===== config.mk =====
export PLATFORM = sky130hd
export DESIGN_NAME = playfair_digraph_decrypt_top_flat
export DESIGN_NICKNAME = d
export VERILOG_FILES = /design/src/rtl/pfd_pkg.sv /design/src/rtl/pfd_if.sv /design/src/rtl/pfd_square.sv /design/src/rtl/playfair_digraph_decrypt_top.sv /design/src/flat_wrapper.sv
export VERILOG_INCLUDE_DIRS = /design/src /design/src/rtl
export SDC_FILE = /design/constraint.sdc
export NUM_CORES = 1
export LEC_CHECK = 0
export ABC_AREA = 1
export BUFFER_PORTS_ARGS = -buffer_cell sky130_fd_sc_hd__buf_2
export CORE_ASPECT_RATIO = 1.75
export CORE_UTILIZATION = 45
export CTS_CLUSTER_DIAMETER = 150
export DETAILED_ROUTE_END_ITERATION = 10
export SYNTH_ARGS = -nofsm -noshare
export SYNTH_HDL_FRONTEND = slang
export SYNTH_SLANG_ARGS = --single-unit
export TNS_END_PERCENT = 30

===== constraint.sdc =====
create_clock -name clk -period 2.56 [get_ports clk]
set_input_delay 0.256 -clock clk [delete_from_list [all_inputs] [get_ports clk]]
set_output_delay 0.256 -clock clk [all_outputs]
set_load 0.005 [all_outputs]

===== src/rtl/playfair_digraph_decrypt_top_assert.svh =====
// ----------------------------------------------------------------------------
// playfair_digraph_decrypt_top_assert
// Assertion macros for the Playfair digraph decrypt block.
// ----------------------------------------------------------------------------
`ifndef PLAYFAIR_DIGRAPH_DECRYPT_TOP_ASSERT_SVH
`define PLAYFAIR_DIGRAPH_DECRYPT_TOP_ASSERT_SVH

// Same-cycle implication, disabled while in reset.
`define PFD_ASSERT_NOW(label, clk, rst_n, ante, cons) \
  label: assert property (@(posedge clk) disable iff (!rst_n) (ante) |-> (cons)) \
    else $error("pfd assertion failed");

// Next-cycle implication, disabled while in reset.
`define PFD_ASSERT_NEXT(label, clk, rst_n, ante, cons) \
  label: assert property (@(posedge clk) disable iff (!rst_n) (ante) |=> (cons)) \
    else $error("pfd assertion failed");

`endif


===== src/rtl/pfd_pkg.sv =====
`timescale 1ns / 1ps
// ----------------------------------------------------------------------------
// pfd_pkg
// Types, constants and the reset layout for the Playfair digraph decrypt block.
// ----------------------------------------------------------------------------
package pfd_pkg;

  localparam int SIDE_DEF = 5;
  localparam int LETTER_W = 5;
  localparam int COORD_W  = 3;
  localparam int W_CODE   = 22;

  typedef logic [LETTER_W-1:0] letter_t;
  typedef logic [COORD_W-1:0]  coord_t;

  typedef enum logic {
    ACT_DECRYPT = 1'b0,
    ACT_SWAP    = 1'b1
  } action_t;

  typedef struct packed {
    logic   en;
    coord_t row_a;
    coord_t col_a;
    coord_t row_b;
    coord_t col_b;
  } swap_req_t;

  typedef struct packed {
    letter_t plain_first;
    letter_t plain_second;
    logic    bad_letter;
  } lookup_t;

  // Reset layout: alphabet without W, reversed, row-major.
  function automatic int reset_letter(input int idx, input int cells);
    int pos;
    pos = cells - 1 - idx;
    return (pos >= W_CODE) ? pos + 1 : pos;
  endfunction

endpackage


===== src/rtl/pfd_if.sv =====
`timescale 1ns / 1ps
// ----------------------------------------------------------------------------
// pfd_if
// Valid/ready channels for decode or swap items and for plaintext results.
// ----------------------------------------------------------------------------
interface pfd_in_if import pfd_pkg::*; ();
  logic    valid;
  logic    ready;
  logic    action;
  letter_t first_letter;
  letter_t second_letter;
  coord_t  row_a;
  coord_t  col_a;
  coord_t  row_b;
  coord_t  col_b;

  modport source (output valid, action, first_letter, second_letter,
                  row_a, col_a, row_b, col_b, input ready);
  modport sink   (input valid, action, first_letter, second_letter,
                  row_a, col_a, row_b, col_b, output ready);
endinterface

interface pfd_out_if import pfd_pkg::*; ();
  logic    valid;
  logic    ready;
  letter_t plain_first;
  letter_t plain_second;
  logic    bad_letter;

  modport source (output valid, plain_first, plain_second, bad_letter, input ready);
  modport sink   (input valid, plain_first, plain_second, bad_letter, output ready);
endinterface


===== src/rtl/pfd_square.sv =====
`timescale 1ns / 1ps
// ----------------------------------------------------------------------------
// pfd_square
// Key square register with cell swap and combinational digraph lookup.
// ----------------------------------------------------------------------------
module pfd_square import pfd_pkg::*; #(
  parameter int SIDE = SIDE_DEF
) (
  input  logic      clk,
  input  logic      rst_n,
  input  swap_req_t swap_req,
  input  letter_t   first_letter,
  input  letter_t   second_letter,
  output lookup_t   lookup
);

  localparam int CELLS = SIDE * SIDE;

  letter_t sq_r   [CELLS];
  letter_t sq_nxt [CELLS];

  logic [CELLS-1:0] match1, match2;
  logic [CELLS-1:0] wa, wb;
  logic [CELLS-1:0] sel_col1, sel_col2, sel_row1, sel_row2, sel_rect1, sel_rect2;
  logic [CELLS-1:0] sel1, sel2;
  logic [SIDE-1:0]  rh1, rh2, ch1, ch2;
  logic             found1, found2, same_col, same_row, swap_ok;
  letter_t          cell_a, cell_b, p1, p2;

  // Per-cell match, swap decode and neighbor selects, all at fixed taps.
  for (genvar r = 0; r < SIDE; r++) begin : g_row
    for (genvar k = 0; k < SIDE; k++) begin : g_col
      localparam int J     = r * SIDE + k;
      localparam int BELOW = ((r + 1) % SIDE) * SIDE + k;
      localparam int RIGHT = r * SIDE + (k + 1) % SIDE;
      assign match1[J]    = (sq_r[J] == first_letter);
      assign match2[J]    = (sq_r[J] == second_letter);
      assign wa[J]        = (swap_req.row_a == COORD_W'(r)) && (swap_req.col_a == COORD_W'(k));
      assign wb[J]        = (swap_req.row_b == COORD_W'(r)) && (swap_req.col_b == COORD_W'(k));
      assign sel_col1[J]  = match1[BELOW];
      assign sel_col2[J]  = match2[BELOW];
      assign sel_row1[J]  = match1[RIGHT];
      assign sel_row2[J]  = match2[RIGHT];
      assign sel_rect1[J] = rh1[r] & ch2[k];
      assign sel_rect2[J] = rh2[r] & ch1[k];
    end
  end

  always_comb begin
    rh1 = '0;
    rh2 = '0;
    ch1 = '0;
    ch2 = '0;
    for (int r = 0; r < SIDE; r++) begin
      for (int k = 0; k < SIDE; k++) begin
        rh1[r] = rh1[r] | match1[r*SIDE + k];
        rh2[r] = rh2[r] | match2[r*SIDE + k];
        ch1[k] = ch1[k] | match1[r*SIDE + k];
        ch2[k] = ch2[k] | match2[r*SIDE + k];
      end
    end
  end

  assign found1   = |match1;
  assign found2   = |match2;
  assign same_col = (ch1 == ch2);
  assign same_row = (rh1 == rh2);

  // Column rule wins, so a doubled letter takes the letter above.
  always_comb begin
    if (same_col) begin
      sel1 = sel_col1;
      sel2 = sel_col2;
    end else if (same_row) begin
      sel1 = sel_row1;
      sel2 = sel_row2;
    end else begin
      sel1 = sel_rect1;
      sel2 = sel_rect2;
    end
  end

  always_comb begin
    p1     = '0;
    p2     = '0;
    cell_a = '0;
    cell_b = '0;
    for (int j = 0; j < CELLS; j++) begin
      p1     = p1     | (sel1[j] ? sq_r[j] : '0);
      p2     = p2     | (sel2[j] ? sq_r[j] : '0);
      cell_a = cell_a | (wa[j]   ? sq_r[j] : '0);
      cell_b = cell_b | (wb[j]   ? sq_r[j] : '0);
    end
  end

  always_comb begin
    if (found1 && found2) begin
      lookup.plain_first  = p1;
      lookup.plain_second = p2;
      lookup.bad_letter   = 1'b0;
    end else begin
      lookup.plain_first  = '0;
      lookup.plain_second = '0;
      lookup.bad_letter   = 1'b1;
    end
  end

  // Drop a swap with any coordinate off the square.
  assign swap_ok = swap_req.en &&
                   (int'(swap_req.row_a) < SIDE) && (int'(swap_req.col_a) < SIDE) &&
                   (int'(swap_req.row_b) < SIDE) && (int'(swap_req.col_b) < SIDE);

  always_comb begin
    for (int j = 0; j < CELLS; j++) begin
      if (swap_ok && wa[j]) begin
        sq_nxt[j] = cell_b;
      end else if (swap_ok && wb[j]) begin
        sq_nxt[j] = cell_a;
      end else begin
        sq_nxt[j] = sq_r[j];
      end
    end
  end

  always_ff @(posedge clk) begin
    if (!rst_n) begin
      for (int j = 0; j < CELLS; j++) begin
        sq_r[j] <= letter_t'(reset_letter(j, CELLS));
      end
    end else begin
      sq_r <= sq_nxt;
    end
  end

endmodule


===== src/rtl/playfair_digraph_decrypt_top.sv =====
`timescale 1ns / 1ps
// ----------------------------------------------------------------------------
// playfair_digraph_decrypt_top
// Playfair digraph decryption over a key square that swap items can reorder.
// ----------------------------------------------------------------------------
// The block takes one item per cycle while no decrypt item waits on a stalled
// result register: a decrypt item yields one plaintext pair through the input
// register, then the result register; a swap item yields nothing and reorders
// the key square at the end of its stage cycle, so the very next item already
// sees the new layout. The rate is set by the combinational key square lookup:
// letter positions are found by matching all cells at once, and the result
// letter is picked from fixed neighbor taps. A stalled result register holds a
// decrypt item in the input stage; swap items pass on regardless. After reset
// the square holds the alphabet without W in reverse order; a letter not in the
// square (W or a code above Z) returns bad_letter with both letters zero.
`include "playfair_digraph_decrypt_top_assert.svh"

module playfair_digraph_decrypt_top import pfd_pkg::*; #(
  parameter int SIDE = SIDE_DEF
) (
  input  logic        clk,
  input  logic        rst_n,
  pfd_in_if.sink      in_chan,
  pfd_out_if.source   out_chan
);

  logic      stg_v_r, stg_v_nxt;
  logic      stg_act_r;
  letter_t   stg_first_r, stg_second_r;
  coord_t    stg_row_a_r, stg_col_a_r, stg_row_b_r, stg_col_b_r;
  logic      stg_is_swap, stg_adv, dec_adv;
  logic      out_v_r, out_v_nxt;
  lookup_t   out_r;
  lookup_t   lookup;
  swap_req_t swap_req;

  assign stg_is_swap = (stg_act_r == ACT_SWAP);
  assign stg_adv     = stg_v_r && (stg_is_swap || !out_v_r || out_chan.ready);
  assign dec_adv     = stg_adv && !stg_is_swap;
  assign in_chan.ready = !stg_v_r || stg_adv;

  assign stg_v_nxt = in_chan.valid ? 1'b1 : (stg_adv ? 1'b0 : stg_v_r);
  assign out_v_nxt = dec_adv ? 1'b1 : (out_chan.ready ? 1'b0 : out_v_r);

  always_ff @(posedge clk) begin
    if (!rst_n) begin
      stg_v_r <= 1'b0;
      out_v_r <= 1'b0;
    end else begin
      // Stage only changes on transfer or advance; ready gates the input.
      if (in_chan.ready) begin
        stg_v_r <= stg_v_nxt;
      end
      out_v_r <= out_v_nxt;
    end
  end

  always_ff @(posedge clk) begin
    if (in_chan.valid && in_chan.ready) begin
      stg_act_r    <= in_chan.action;
      stg_first_r  <= in_chan.first_letter;
      stg_second_r <= in_chan.second_letter;
      stg_row_a_r  <= in_chan.row_a;
      stg_col_a_r  <= in_chan.col_a;
      stg_row_b_r  <= in_chan.row_b;
      stg_col_b_r  <= in_chan.col_b;
    end
    if (dec_adv) begin
      out_r <= lookup;
    end
  end

  always_comb begin
    swap_req.en    = stg_adv && stg_is_swap;
    swap_req.row_a = stg_row_a_r;
    swap_req.col_a = stg_col_a_r;
    swap_req.row_b = stg_row_b_r;
    swap_req.col_b = stg_col_b_r;
  end

  pfd_square #(
    .SIDE (SIDE)
  ) u_square (
    .clk           (clk),
    .rst_n         (rst_n),
    .swap_req      (swap_req),
    .first_letter  (stg_first_r),
    .second_letter (stg_second_r),
    .lookup        (lookup)
  );

  assign out_chan.valid        = out_v_r;
  assign out_chan.plain_first  = out_r.plain_first;
  assign out_chan.plain_second = out_r.plain_second;
  assign out_chan.bad_letter   = out_r.bad_letter;

  `PFD_ASSERT_NOW(a_bad_zero, clk, rst_n, out_v_r && out_r.bad_letter,
                  out_r.plain_first == '0 && out_r.plain_second == '0)
  `PFD_ASSERT_NEXT(a_dec_result, clk, rst_n, dec_adv, out_v_r)
  `PFD_ASSERT_NEXT(a_swap_silent, clk, rst_n, stg_adv && stg_is_swap,
                   out_v_r == $past(out_v_r && !out_chan.ready))
  `PFD_ASSERT_NOW(a_stall_held, clk, rst_n, !in_chan.ready,
                  stg_v_r && !stg_is_swap && out_v_r)

endmodule


===== src/flat_wrapper.sv =====
// flat-port wrapper written by rule: the top's interface ports become plain ports
module playfair_digraph_decrypt_top_flat import pfd_pkg::*;
#(
  parameter int SIDE = SIDE_DEF
)
  (clk, rst_n, in_chan_valid, in_chan_action, in_chan_first_letter, in_chan_second_letter, in_chan_row_a, in_chan_col_a, in_chan_row_b, in_chan_col_b, in_chan_ready, out_chan_valid, out_chan_plain_first, out_chan_plain_second, out_chan_bad_letter, out_chan_ready);
  pfd_in_if in_chan_i ();
  pfd_out_if out_chan_i ();
  input  logic clk;
  input  logic rst_n;
  input wire logic [$bits(in_chan_i.valid)-1:0] in_chan_valid;
  input wire logic [$bits(in_chan_i.action)-1:0] in_chan_action;
  input wire logic [$bits(in_chan_i.first_letter)-1:0] in_chan_first_letter;
  input wire logic [$bits(in_chan_i.second_letter)-1:0] in_chan_second_letter;
  input wire logic [$bits(in_chan_i.row_a)-1:0] in_chan_row_a;
  input wire logic [$bits(in_chan_i.col_a)-1:0] in_chan_col_a;
  input wire logic [$bits(in_chan_i.row_b)-1:0] in_chan_row_b;
  input wire logic [$bits(in_chan_i.col_b)-1:0] in_chan_col_b;
  output wire logic [$bits(in_chan_i.ready)-1:0] in_chan_ready;
  output wire logic [$bits(out_chan_i.valid)-1:0] out_chan_valid;
  output wire logic [$bits(out_chan_i.plain_first)-1:0] out_chan_plain_first;
  output wire logic [$bits(out_chan_i.plain_second)-1:0] out_chan_plain_second;
  output wire logic [$bits(out_chan_i.bad_letter)-1:0] out_chan_bad_letter;
  input wire logic [$bits(out_chan_i.ready)-1:0] out_chan_ready;
  assign in_chan_i.valid = in_chan_valid;
  assign in_chan_i.action = in_chan_action;
  assign in_chan_i.first_letter = in_chan_first_letter;
  assign in_chan_i.second_letter = in_chan_second_letter;
  assign in_chan_i.row_a = in_chan_row_a;
  assign in_chan_i.col_a = in_chan_col_a;
  assign in_chan_i.row_b = in_chan_row_b;
  assign in_chan_i.col_b = in_chan_col_b;
  assign in_chan_ready = in_chan_i.ready;
  assign out_chan_valid = out_chan_i.valid;
  assign out_chan_plain_first = out_chan_i.plain_first;
  assign out_chan_plain_second = out_chan_i.plain_second;
  assign out_chan_bad_letter = out_chan_i.bad_letter;
  assign out_chan_i.ready = out_chan_ready;
  playfair_digraph_decrypt_top #(.SIDE(SIDE)) u_core (.clk(clk), .rst_n(rst_n), .in_chan(in_chan_i), .out_chan(out_chan_i));
endmodule

==> results of run 1 <==
==> Yosys cell counts (all sizes together) (21+ instances only) <==
library cell / n
inv: 325
o221ai: 69
nor3: 21
nor2: 396
clkbuf: 63
nand3: 389
nand2: 864
a211oi: 43
xnor2: 62
xor2: 64
buf: 69
dfxtp: 127
o22ai: 73
o21ai: 107
a21oi: 90
edfxtp: 34
==> layer usage <==
| layer | GRT usage | overflow |
|---|---|---|
| met4 | 0.743 | 184 |
| met3 | 0.534 | 3 |
| met2 | 0.986 | 524 |
| met1 | 0.775 | 3 |
| met5 | 0.127 | 0 |
==> logic make-up after synthesis <==
logic type / after synthesis / synth area share
compound gates: 425 / 0.162
simple gates: 1707 / 0.439
buf+inv: 463 / 0.123
flops: 161 / 0.211
xor+xnor: 126 / 0.0657
==> what timing repair did <==
item                       CTS
setup endpoints to repair  135
pin swaps                   74
buffers inserted            77
hold endpoints to repair    21
resized for setup          374
hold buffers                21
cloned                      11
==> through the flow <==
step	hold WS (ns)	setup slack, ns
floorplan	0.355	-0.0454
global placement	0.433	-1.64
CTS	0.0342	-0.926
detailed placement	0.434	-1.63
==> summary.txt, run 1 <==
Yosys
  – Top FF cell, synth: dfxtp_1
  – Largest cells by area after synthesis: nand2_1 (19%), dfxtp_1 (15%), nand3_1 (11%)
  – Post-synth top area share: 0.188
  – Number of synthesized flops with an enable pin: 34
  – Unique masters post-synth: 55
  – Syn nets: 2,909
  – Mapped Area: 0.0169 mm²
  – Mapped Cells: 2,882
  – Cell accounting for the most synthesized area: nand2_1
  – Async SR Flop Fraction: 0
  – Yosys warns: 0
  – Sequential share of the synthesized area: 0.211
  – Mapped Avg Cell Area: 5.87 µm²
  – Seq cells post-synth: 161

Status
  – Failed at: global routing (5_1_grt)
  – Status: aborted with a tool error
  – First Error: [ERROR GRT-0116] Global routing finished with congestion. Check the congestion regions in the DRC Viewer.

Floorplan
  – Die height: 258 µm
  – Top-Level Pins: 40
  – Row count: 93
  – Initial Util: 0.458
  – Die Width: 149 µm

Placement
  – Port bufs: 39
  – GP Congestion: 1.38
  – Dpl cells: 4,054
  – Post-DP HPWL: 93,300 µm
  – Placed inst area: 0.0234 mm²

GRT
  – GRT overflow: 714
  – Gr usage total: 0.761
  – Vias in the first global route: 29,440
  – Largest net degree at the start of global routing: 50
  – First-pass GRT wire length: 224,000 µm

Clocking
  – Sink Count: 161
  – H-Tree Depth: 4
  – Clk root buf: clkbuf_16
  – TritonCTS Buffers: 17
  – Clock buffer depth: 2
==> run 2: changes to the inputs <==
--- a/config.mk
+++ b/config.mk
@@ -8,10 +8,9 @@
 export LEC_CHECK = 0
 export ABC_AREA = 1
 export BUFFER_PORTS_ARGS = -buffer_cell sky130_fd_sc_hd__buf_2
-export CORE_ASPECT_RATIO = 1.75
-export CORE_UTILIZATION = 45
-export CTS_CLUSTER_DIAMETER = 150
+export CORE_UTILIZATION = 30
 export DETAILED_ROUTE_END_ITERATION = 10
+export PLACE_DENSITY_LB_ADDON = 0.15
 export SYNTH_ARGS = -nofsm -noshare
 export SYNTH_HDL_FRONTEND = slang
 export SYNTH_SLANG_ARGS = --single-unit
==> constraint.sdc (replaced) <==
create_clock -name clk -period 3.35 [get_ports clk]
set_input_delay 0.335 -clock clk [delete_from_list [all_inputs] [get_ports clk]]
set_output_delay 0.335 -clock clk [all_outputs]
set_load 0.005 [all_outputs]
==> summary.txt, run 2 <==
Status
  – Status: finished, violations left (was aborted with a tool error)
  – Failing checks: negative setup slack

Yosys
  – Top FF cell, synth: dfxtp_1 (unchanged)
  – Largest cells by area after synthesis: nand2_1 (19%), dfxtp_1 (15%), nand3_1 (11%) (unchanged)
  – Mapped Avg Cell Area: 5.87 µm² (unchanged)
  – Syn nets: 2,909 (unchanged)
  – Mapped Cells: 2,882 (unchanged)
  – Post-synth top area share: 0.188 (unchanged)
  – Cell accounting for the most synthesized area: nand2_1 (unchanged)
  – Number of synthesized flops with an enable pin: 34 (unchanged)
  – Yosys warns: 0 (unchanged)
  – Seq cells post-synth: 161 (unchanged)
  – Cell with the most instances after synthesis: nand2_1 (unchanged)
  – Sequential share of the synthesized area: 0.211 (unchanged)
  – Mapped Area: 0.0169 mm² (unchanged)
  – Synth cell count leaders: nand2_1 (845), nor2_1 (372), nand3_1 (356) (unchanged)
  – Unique masters post-synth: 55 (unchanged)
  – Async SR Flop Fraction: 0 (unchanged)

Clocking
  – TritonCTS clock tree: done
  – Clock buffer depth: 2 (unchanged)
  – Sink Count: 161 (unchanged)
  – Clk root buf: clkbuf_16 (unchanged)
  – H-Tree Depth: 4 (unchanged)
  – Clock-pin slew on the worst setup and hold paths: 0.08 ns
  – TritonCTS Buffers: 17 (unchanged)
  – Skew-Pair Late Insertion Delay: 0.51 ns

STA
  – Period Utilization, post-route: 1.05
  – Final Max Tran Viols: 0
  – Worst slew margin: 0.379
  – Setup WS post-layout: -0.151 ns
  – Final hold violation count: 0
  – Peak Freq: 0.286 GHz
  – Final setup skew: 0.0194 ns
  – RSZ-0062 raised after global routing: yes
  – Post-route minimum period: 3.50 ns
  – # setup viols final: 11
  – Worst slew pin tran: 0.931 ns
  – Hold_ws: 0.0218 ns

Worst setup path
  – Peak fanout along the critical path: 7
  – WP buf/inv: 6
  – Worst Setup End Kind: register
  – Arr. time, crit path: 3.77 ns
  – Kind of cell adding the most delay to the critical path: simple AND/OR/NAND/NOR gates
  – Most frequent CP cell: nand2_1
  – Crit Path Class: reg2reg
  – Critical-path cell with the highest stage delay: dfxtp_1
  – CP required: 3.61 ns
  – Startpoint Class: register
  – CP max stage delay: 0.63 ns

Floorplan
  – Row count: 86 (was 93)
  – Die ar.: 0.0573 mm²
  – Die height: 239 µm (was 258 µm)
  – Initial Util: 0.305 (was 0.458)
  – Top-Level Pins: 40 (unchanged)
  – Die Width: 239 µm (was 149 µm)
  – Core ar.: 0.0554 mm²

Detailed routing
  – Routed WL: 131,000 µm
  – Drt wl/cell: 30.7 µm
  – Via Count: 24,763
  – DRC viols: 0
  – TritonRoute pass-1 iters: 8
  – Vias/cell: 5.80
  – Antenna Nets Post-Route: 0
  – Initial DRC Count: 2,842

GRT
  – Largest net degree at the start of global routing: 69
  – Antenna violations before repair: 2
  – First-pass GRT wire length: 177,000 µm
  – GRT overflow: 0
  – Gr usage total: 0.450
  – Vias in the first global route: 23,101

Placement
  – Port bufs: 39 (unchanged)
  – Placed inst area: 0.0222 mm² (was 0.0234 mm²)
  – GP Congestion: 1.14 (was 1.38)
  – Post-DP HPWL: 104,000 µm (was 93,300 µm)
  – Worst slack, placed: -0.651 ns (was -1.63 ns)

Finish
  – Most flop-heavy register: u_core.u_square.sq_r
  – Most frequent cells in the layout: nand2_1 (762), buf_4 (589), nor2_1 (316)
  – Max FFs per register: 125
  – Final net count: 3,529
  – Ratio of cells with drive above 1 in the final layout: 0.316
  – Most common cell after layout, fill and taps aside: nand2_1
  – Synthesis-to-finish area growth: 50.0%
  – Final instance area: 0.0254 mm²

Power and ir drop
  – Tot Pwr: 7.77 mW
  – P_leak: 12.7 nW
  – VDD IR max: 0.443 mV
  – P per Cell Area: 306 mW/mm²

Run
  – Max Cap Violations: 0

Hold path
  – HP Class: in2reg
[run 2: cell counts after synthesis]
Identical to the previous run, type by type.
[run 2: final timing paths]
path                                                            start                                            end  slack (ns)  cells after the start
worst max register to register   u_core.u_square.sq_r[5]$_SDFFE_PN1P_  u_core.out_chan.plain_second[2]$_SDFFCE_PN0P_       -0.15                     25
worst max-delay path             u_core.u_square.sq_r[5]$_SDFFE_PN1P_  u_core.out_chan.plain_second[2]$_SDFFCE_PN0P_       -0.15                     25
worst min-delay path                                   in_chan_action                     u_core.stg_act_r$_DFFE_PP_        0.02                      1
worst min register to register  u_core.u_square.sq_r[36]$_SDFFE_PN1P_          u_core.u_square.sq_r[36]$_SDFFE_PN1P_        0.55                      2
[run 2: kinds of logic after synthesis]
| logic type | Yosys count | share of synthesized area |
|---|---|---|
| flip-flops | 161 | 0.211 |
| buffers and inverters | 463 | 0.123 |
| AO/OA/AOI/OAI | 425 | 0.162 |
| AND/OR/NAND/NOR | 1707 | 0.439 |
| XOR/XNOR | 126 | 0.0657 |
[run 2: timing repair]
item                                   in CTS  in global routing
resized for setup                         206                203
gates cloned                                9                  3
setup endpoints to repair                  11                 56
hold buffers                               16                  0
buffers inserted                           49                 22
pin swaps                                  63                 64
endpoints found under the hold margin      16                  0
[run 2: power breakdown]
part | leakage, nW | internal (mW) | switching, mW | total, mW
Sequential | 1.34 | 2.02 | 0.0292 | 2.05
Combinational | 11.0 | 1.37 | 2.22 | 3.59
Clock | 0.294 | 1.03 | 1.11 | 2.14
Total | 12.7 | 4.41 | 3.36 | 7.77
[run 2: stage by stage]
| stage | cells | util | setup TNS (ns) |
|---|---|---|---|
| after detailed placement | 4140 | 0.400 | -4.68 |
| after CTS | 4244 | 0.441 | -0.293 |
| after global placement | 4140 | 0.400 | -4.88 |
| after floorplan | 2882 | - | 0 |
| final | 4266 | 0.458 | -1.28 |
| after global routing | 4263 | 0.458 | -2.41 |
[run 2: final cells by class]
class,count,area (µm²)
timing repair buffer,733,6300
clock buffer,18,439
tap,748,936
clock inverter,14,163
antenna,3,7.51
sequential,161,3570
inverter,331,1310
fill,5878,30000
multi-input combinational,2258,12600
[run 2: metal layers]
layer / share of wire / wire [µm] / up-vias / track usage
li1: - / - / 10761 / -
met1: 0.38 / 49900 / 11831 / 0.545
met2: 0.42 / 55300 / 1704 / 0.676
met3: 0.11 / 13800 / 467 / 0.123
met4: 0.092 / 12100 / 0 / 0.347
met5: 0 / 0 / - / 0
Note: power is estimated with default switching activity, not from simulation.
==> run 3: changes to the inputs <==
--- a/config.mk
+++ b/config.mk
@@ -6,7 +6,6 @@
 export SDC_FILE = /design/constraint.sdc
 export NUM_CORES = 1
 export LEC_CHECK = 0
-export ABC_AREA = 1
 export BUFFER_PORTS_ARGS = -buffer_cell sky130_fd_sc_hd__buf_2
 export CORE_UTILIZATION = 30
 export DETAILED_ROUTE_END_ITERATION = 10
==> summary.txt, run 3 <==
Status
  – Status: finished, violations left (unchanged)
  – Failing checks: negative setup slack (unchanged)

STA
  – Final hold violation count: 0 (unchanged)
  – # setup viols final: 12 (was 11)
  – Period Utilization, post-route: 1.35 (was 1.05)
  – Final Max Tran Viols: 0 (unchanged)
  – Setup WS post-layout: -1.17 ns (was -0.151 ns)
  – Final setup skew: 0.0178 ns (was 0.0194 ns)
  – RSZ-0062 raised after global routing: yes (unchanged)
  – Peak Freq: 0.221 GHz (was 0.286 GHz)
  – Post-route minimum period: 4.52 ns (was 3.50 ns)
  – Worst slew margin: 0.331 (was 0.379)
  – Worst slew pin tran: 1.00 ns (was 0.931 ns)

GRT
  – Largest net degree at the start of global routing: 79 (was 69)
  – Gr usage total: 0.464 (was 0.450)
  – Antenna violations before repair: 5 (was 2)
  – First-pass GRT wire length: 170,000 µm (was 177,000 µm)
  – GRT overflow: 0 (unchanged)
  – Vias in the first global route: 20,810 (was 23,101)

Clocking
  – TritonCTS clock tree: done (unchanged)
  – Clock buffer depth: 2 (unchanged)
  – Clock-pin slew on the worst setup and hold paths: 0.08 ns (about the same)
  – H-Tree Depth: 4 (unchanged)
  – TritonCTS Buffers: 17 (unchanged)
  – Skew-Pair Late Insertion Delay: 0.50 ns (was 0.51 ns)
  – Sink Count: 161 (unchanged)
  – Clk root buf: clkbuf_16 (unchanged)

Yosys
  – Cell with the most instances after synthesis: a22oi_1 (was nand2_1)
  – Largest cells by area after synthesis: dfxtp_1 (16%), a22oi_1 (8.9%), xnor2_1 (8.0%) (was nand2_1 (19%), dfxtp_1 (15%), nand3_1 (11%))
  – Mapped Area: 0.0158 mm² (was 0.0169 mm²)
  – Mapped Cells: 2,110 (was 2,882)
  – Synth cell count leaders: a22oi_1 (187), clkbuf_1 (155), nor2_1 (151) (was nand2_1 (845), nor2_1 (372), nand3_1 (356))
  – Mapped Avg Cell Area: 7.47 µm² (was 5.87 µm²)
  – Top FF cell, synth: dfxtp_1 (unchanged)
  – Syn nets: 2,137 (was 2,909)
  – Seq cells post-synth: 161 (unchanged)
  – Sequential share of the synthesized area: 0.226 (was 0.211)
  – Number of synthesized flops with an enable pin: 34 (unchanged)
  – Post-synth top area share: 0.161 (was 0.188)
  – Unique masters post-synth: 67 (was 55)
  – Cell accounting for the most synthesized area: dfxtp_1 (was nand2_1)
  – Async SR Flop Fraction: 0 (unchanged)
  – Yosys warns: 0 (unchanged)

Placement
  – Worst slack, placed: -1.72 ns (was -0.651 ns)
  – GP Congestion: 1.14 (about the same)
  – Port bufs: 39 (unchanged)
  – Dpl cells: 3,255 (was 4,140)
  – Post-DP HPWL: 101,000 µm (was 104,000 µm)

Finish
  – Max FFs per register: 125 (unchanged)
  – Post-Layout Cell Count: 3,386 (was 4,266)
  – Layout Utilization: 0.477 (was 0.458)
  – Most frequent cells in the layout: buf_4 (676), a22oi_1 (170), nor2_1 (150) (was nand2_1 (762), buf_4 (589), nor2_1 (316))
  – Final net count: 2,718 (was 3,529)
  – Ratio of cells with drive above 1 in the final layout: 0.409 (was 0.316)
  – Synthesis-to-finish area growth: 56.2% (was 50.0%)
  – Most common cell after layout, fill and taps aside: buf_4 (was nand2_1)
  – Most flop-heavy register: u_core.u_square.sq_r (unchanged)

Power and ir drop
  – Cell internal pwr: 4.88 mW (was 4.41 mW)
  – Sw Pwr: 3.56 mW (was 3.36 mW)
  – P per Cell Area: 343 mW/mm² (was 306 mW/mm²)
  – Combinational Power Share: 0.525 (was 0.462)
  – VDD IR max: 0.349 mV (was 0.443 mV)
  – P_leak: 9.63 nW (was 12.7 nW)
  – Net Sw Frac: 0.422 (was 0.433)
  – Clk network pwr share: 0.231 (was 0.275)
  – Tot Pwr: 8.45 mW (was 7.77 mW)
  – Seq pwr share: 0.243 (was 0.263)

Floorplan
  – Die Width: 231 µm (was 239 µm)
  – Row count: 83 (was 86)
  – Core ar.: 0.0516 mm² (was 0.0554 mm²)
  – Die height: 231 µm (was 239 µm)
  – Die ar.: 0.0535 mm² (was 0.0573 mm²)
  – Initial Util: 0.305 (about the same)
  – Top-Level Pins: 40 (unchanged)

Hold path
  – HP Class: in2reg (unchanged)
  – Hold Path Origin: in_chan_first_letter[1] (was in_chan_action)

Detailed routing
  – Initial DRC Count: 3,594 (was 2,842)
  – Vias/cell: 6.60 (was 5.80)
  – Via Count: 22,332 (was 24,763)
  – M1 WL: 47,800 µm (was 49,900 µm)
  – Drt wl/cell: 38.0 µm (was 30.7 µm)
  – DRC viols: 0 (unchanged)
  – Met3 WL: 15,000 µm (was 13,800 µm)
  – TritonRoute pass-1 iters: 8 (unchanged)
  – Met2 routed WL: 53,400 µm (was 55,300 µm)
  – DR top layer: met5 (was met4)
  – Antenna Nets Post-Route: 0 (unchanged)
  – Routed WL: 129,000 µm (was 131,000 µm)

Worst setup path
  – Peak fanout along the critical path: 7 (unchanged)
  – Crit path to: u_core.out_chan.plain_second[3]$_SDFFCE_PN0P_ (was u_core.out_chan.plain_second[2]$_SDFFCE_PN0P_)
  – Arr. time, crit path: 4.76 ns (was 3.77 ns)
  – CP startpoint: u_core.stg_second_r[4]$_DFFE_PP_ (was u_core.u_square.sq_r[5]$_SDFFE_PN1P_)
  – Reg2Reg Depth: 18 (was 25)
  – Startpoint Class: register (unchanged)
  – Worst Setup End Kind: register (unchanged)
  – CP required: 3.59 ns (was 3.61 ns)
  – Crit Path Class: reg2reg (unchanged)
  – Reg-to-Reg End: u_core.out_chan.plain_second[3]$_SDFFCE_PN0P_ (was u_core.out_chan.plain_second[2]$_SDFFCE_PN0P_)
  – Reg-to-reg startpoint: u_core.stg_second_r[4]$_DFFE_PP_ (was u_core.u_square.sq_r[5]$_SDFFE_PN1P_)
  – R2R Setup Slk: -1.17 ns (was -0.15 ns)

Run
  – Max Cap Violations: 0 (unchanged)
run 3: cell types whose count changed in the layout (fill, tap and decap cells not counted), sizes merged, moves of 49 or more:
cell    change
nand2     -727
nand3     -296
inv       -280
nor2      -235
a22oi     +187
buf        +92
xnor2      +89
nor3       +76
a31oi      +52
nand4      +50
o221ai     -49
run 3: power groups by stage:
stage / Combinational (mW) / Sequential (mW) / Clock (mW)
after floorplan: 1.66 / 2.07 / 0
after global placement: 3.38 / 2.09 / 0
after detailed placement: 3.35 / 2.10 / 0
after CTS: 3.64 / 2.05 / 1.95
after global routing: 4.51 / 2.05 / 2.01
final: 4.44 / 2.05 / 1.96
run 3: logic make-up (layout without fill, tap and decap cells):
| family | after synthesis | in the layout | share of synthesized area |
|---|---|---|---|
| buffers and inverters | 310 | 904 | 0.0941 |
| AOI/OAI and AO/OA | 725 | 725 | 0.315 |
| DFF | 161 | 161 | 0.226 |
| other | 0 | 2 | 0 |
| xor gates and xnor gates | 260 | 260 | 0.149 |
| and+or+nand+nor | 654 | 654 | 0.216 |
run 3: what timing repair did:
action / CTS / global route
buffers inserted: 22 / 59
hold endpoints to repair: 10 / 0
gates resized for setup: 90 / 249
pin swaps: 11 / 76
hold buffers: 10 / 0
gates cloned: 1 / 7
setup endpoints to repair: 12 / 26
run 3: routing by layer:
metal	GRT usage	vias up
met5	0	-
met4	0.352	8
met3	0.136	562
met2	0.689	1857
met1	0.564	10815
li1	-	9090
run 3: through the flow:
stage	area [µm²]	hold WS, ns	TNS (ns)
after detailed placement	21400	0.514	-15.03
final	24600	0.0172	-10.79
after global placement	21400	0.496	-15.22
after CTS	22700	0.000193	-10.13
after global routing	24600	0.00817	-11.09
after floorplan	16200	0.434	-2.64
run 3: critical path, stage by stage, from the launching register on:
cell and delay (ns):
edfxtp_1 0.48, buf_6 0.18, clkbuf_16 0.18, xnor2_4 0.14
nand3_2 0.11, nor3_4 0.05, buf_6 0.14, or4_4 0.55
nor2_4 0.19, xnor2_4 0.17, nand2_4 0.12, buf_12 0.16
buf_4 0.15, nor3_2 0.27, a31oi_2 0.17, buf_4 0.23
a22oi_1 0.21, nand4_1 0.13, or4_4 0.59
run 3: final cells by class:
type                            instances  area (µm²)
Fill cell                            5079       27000
Antenna cell                            2        5.00
Clock inverter                         15         113
Inverter                               49         184
Clock buffer                           17         425
Multi-Input combinational cell       1639       12500
Sequential cell                       161        3560
Tap cell                              680         851
Timing Repair Buffer                  823        6940
run 3: how the worst min path moves through the flow:
stage / cells after the start / slack, ns / to
global route: 1 / 0.008 / u_core.stg_row_b_r[1]$_DFFE_PP_
global placement: 2 / 0.50 / u_core.out_chan.valid$_SDFFE_PN0P_
CTS: 1 / 0.0002 / u_core.stg_act_r$_DFFE_PP_
finish: 1 / 0.02 / u_core.stg_first_r[1]$_DFFE_PP_
floorplan: 0 / 0.43 / u_core.stg_act_r$_DFFE_PP_
detailed placement: 2 / 0.51 / u_core.out_chan.valid$_SDFFE_PN0P_
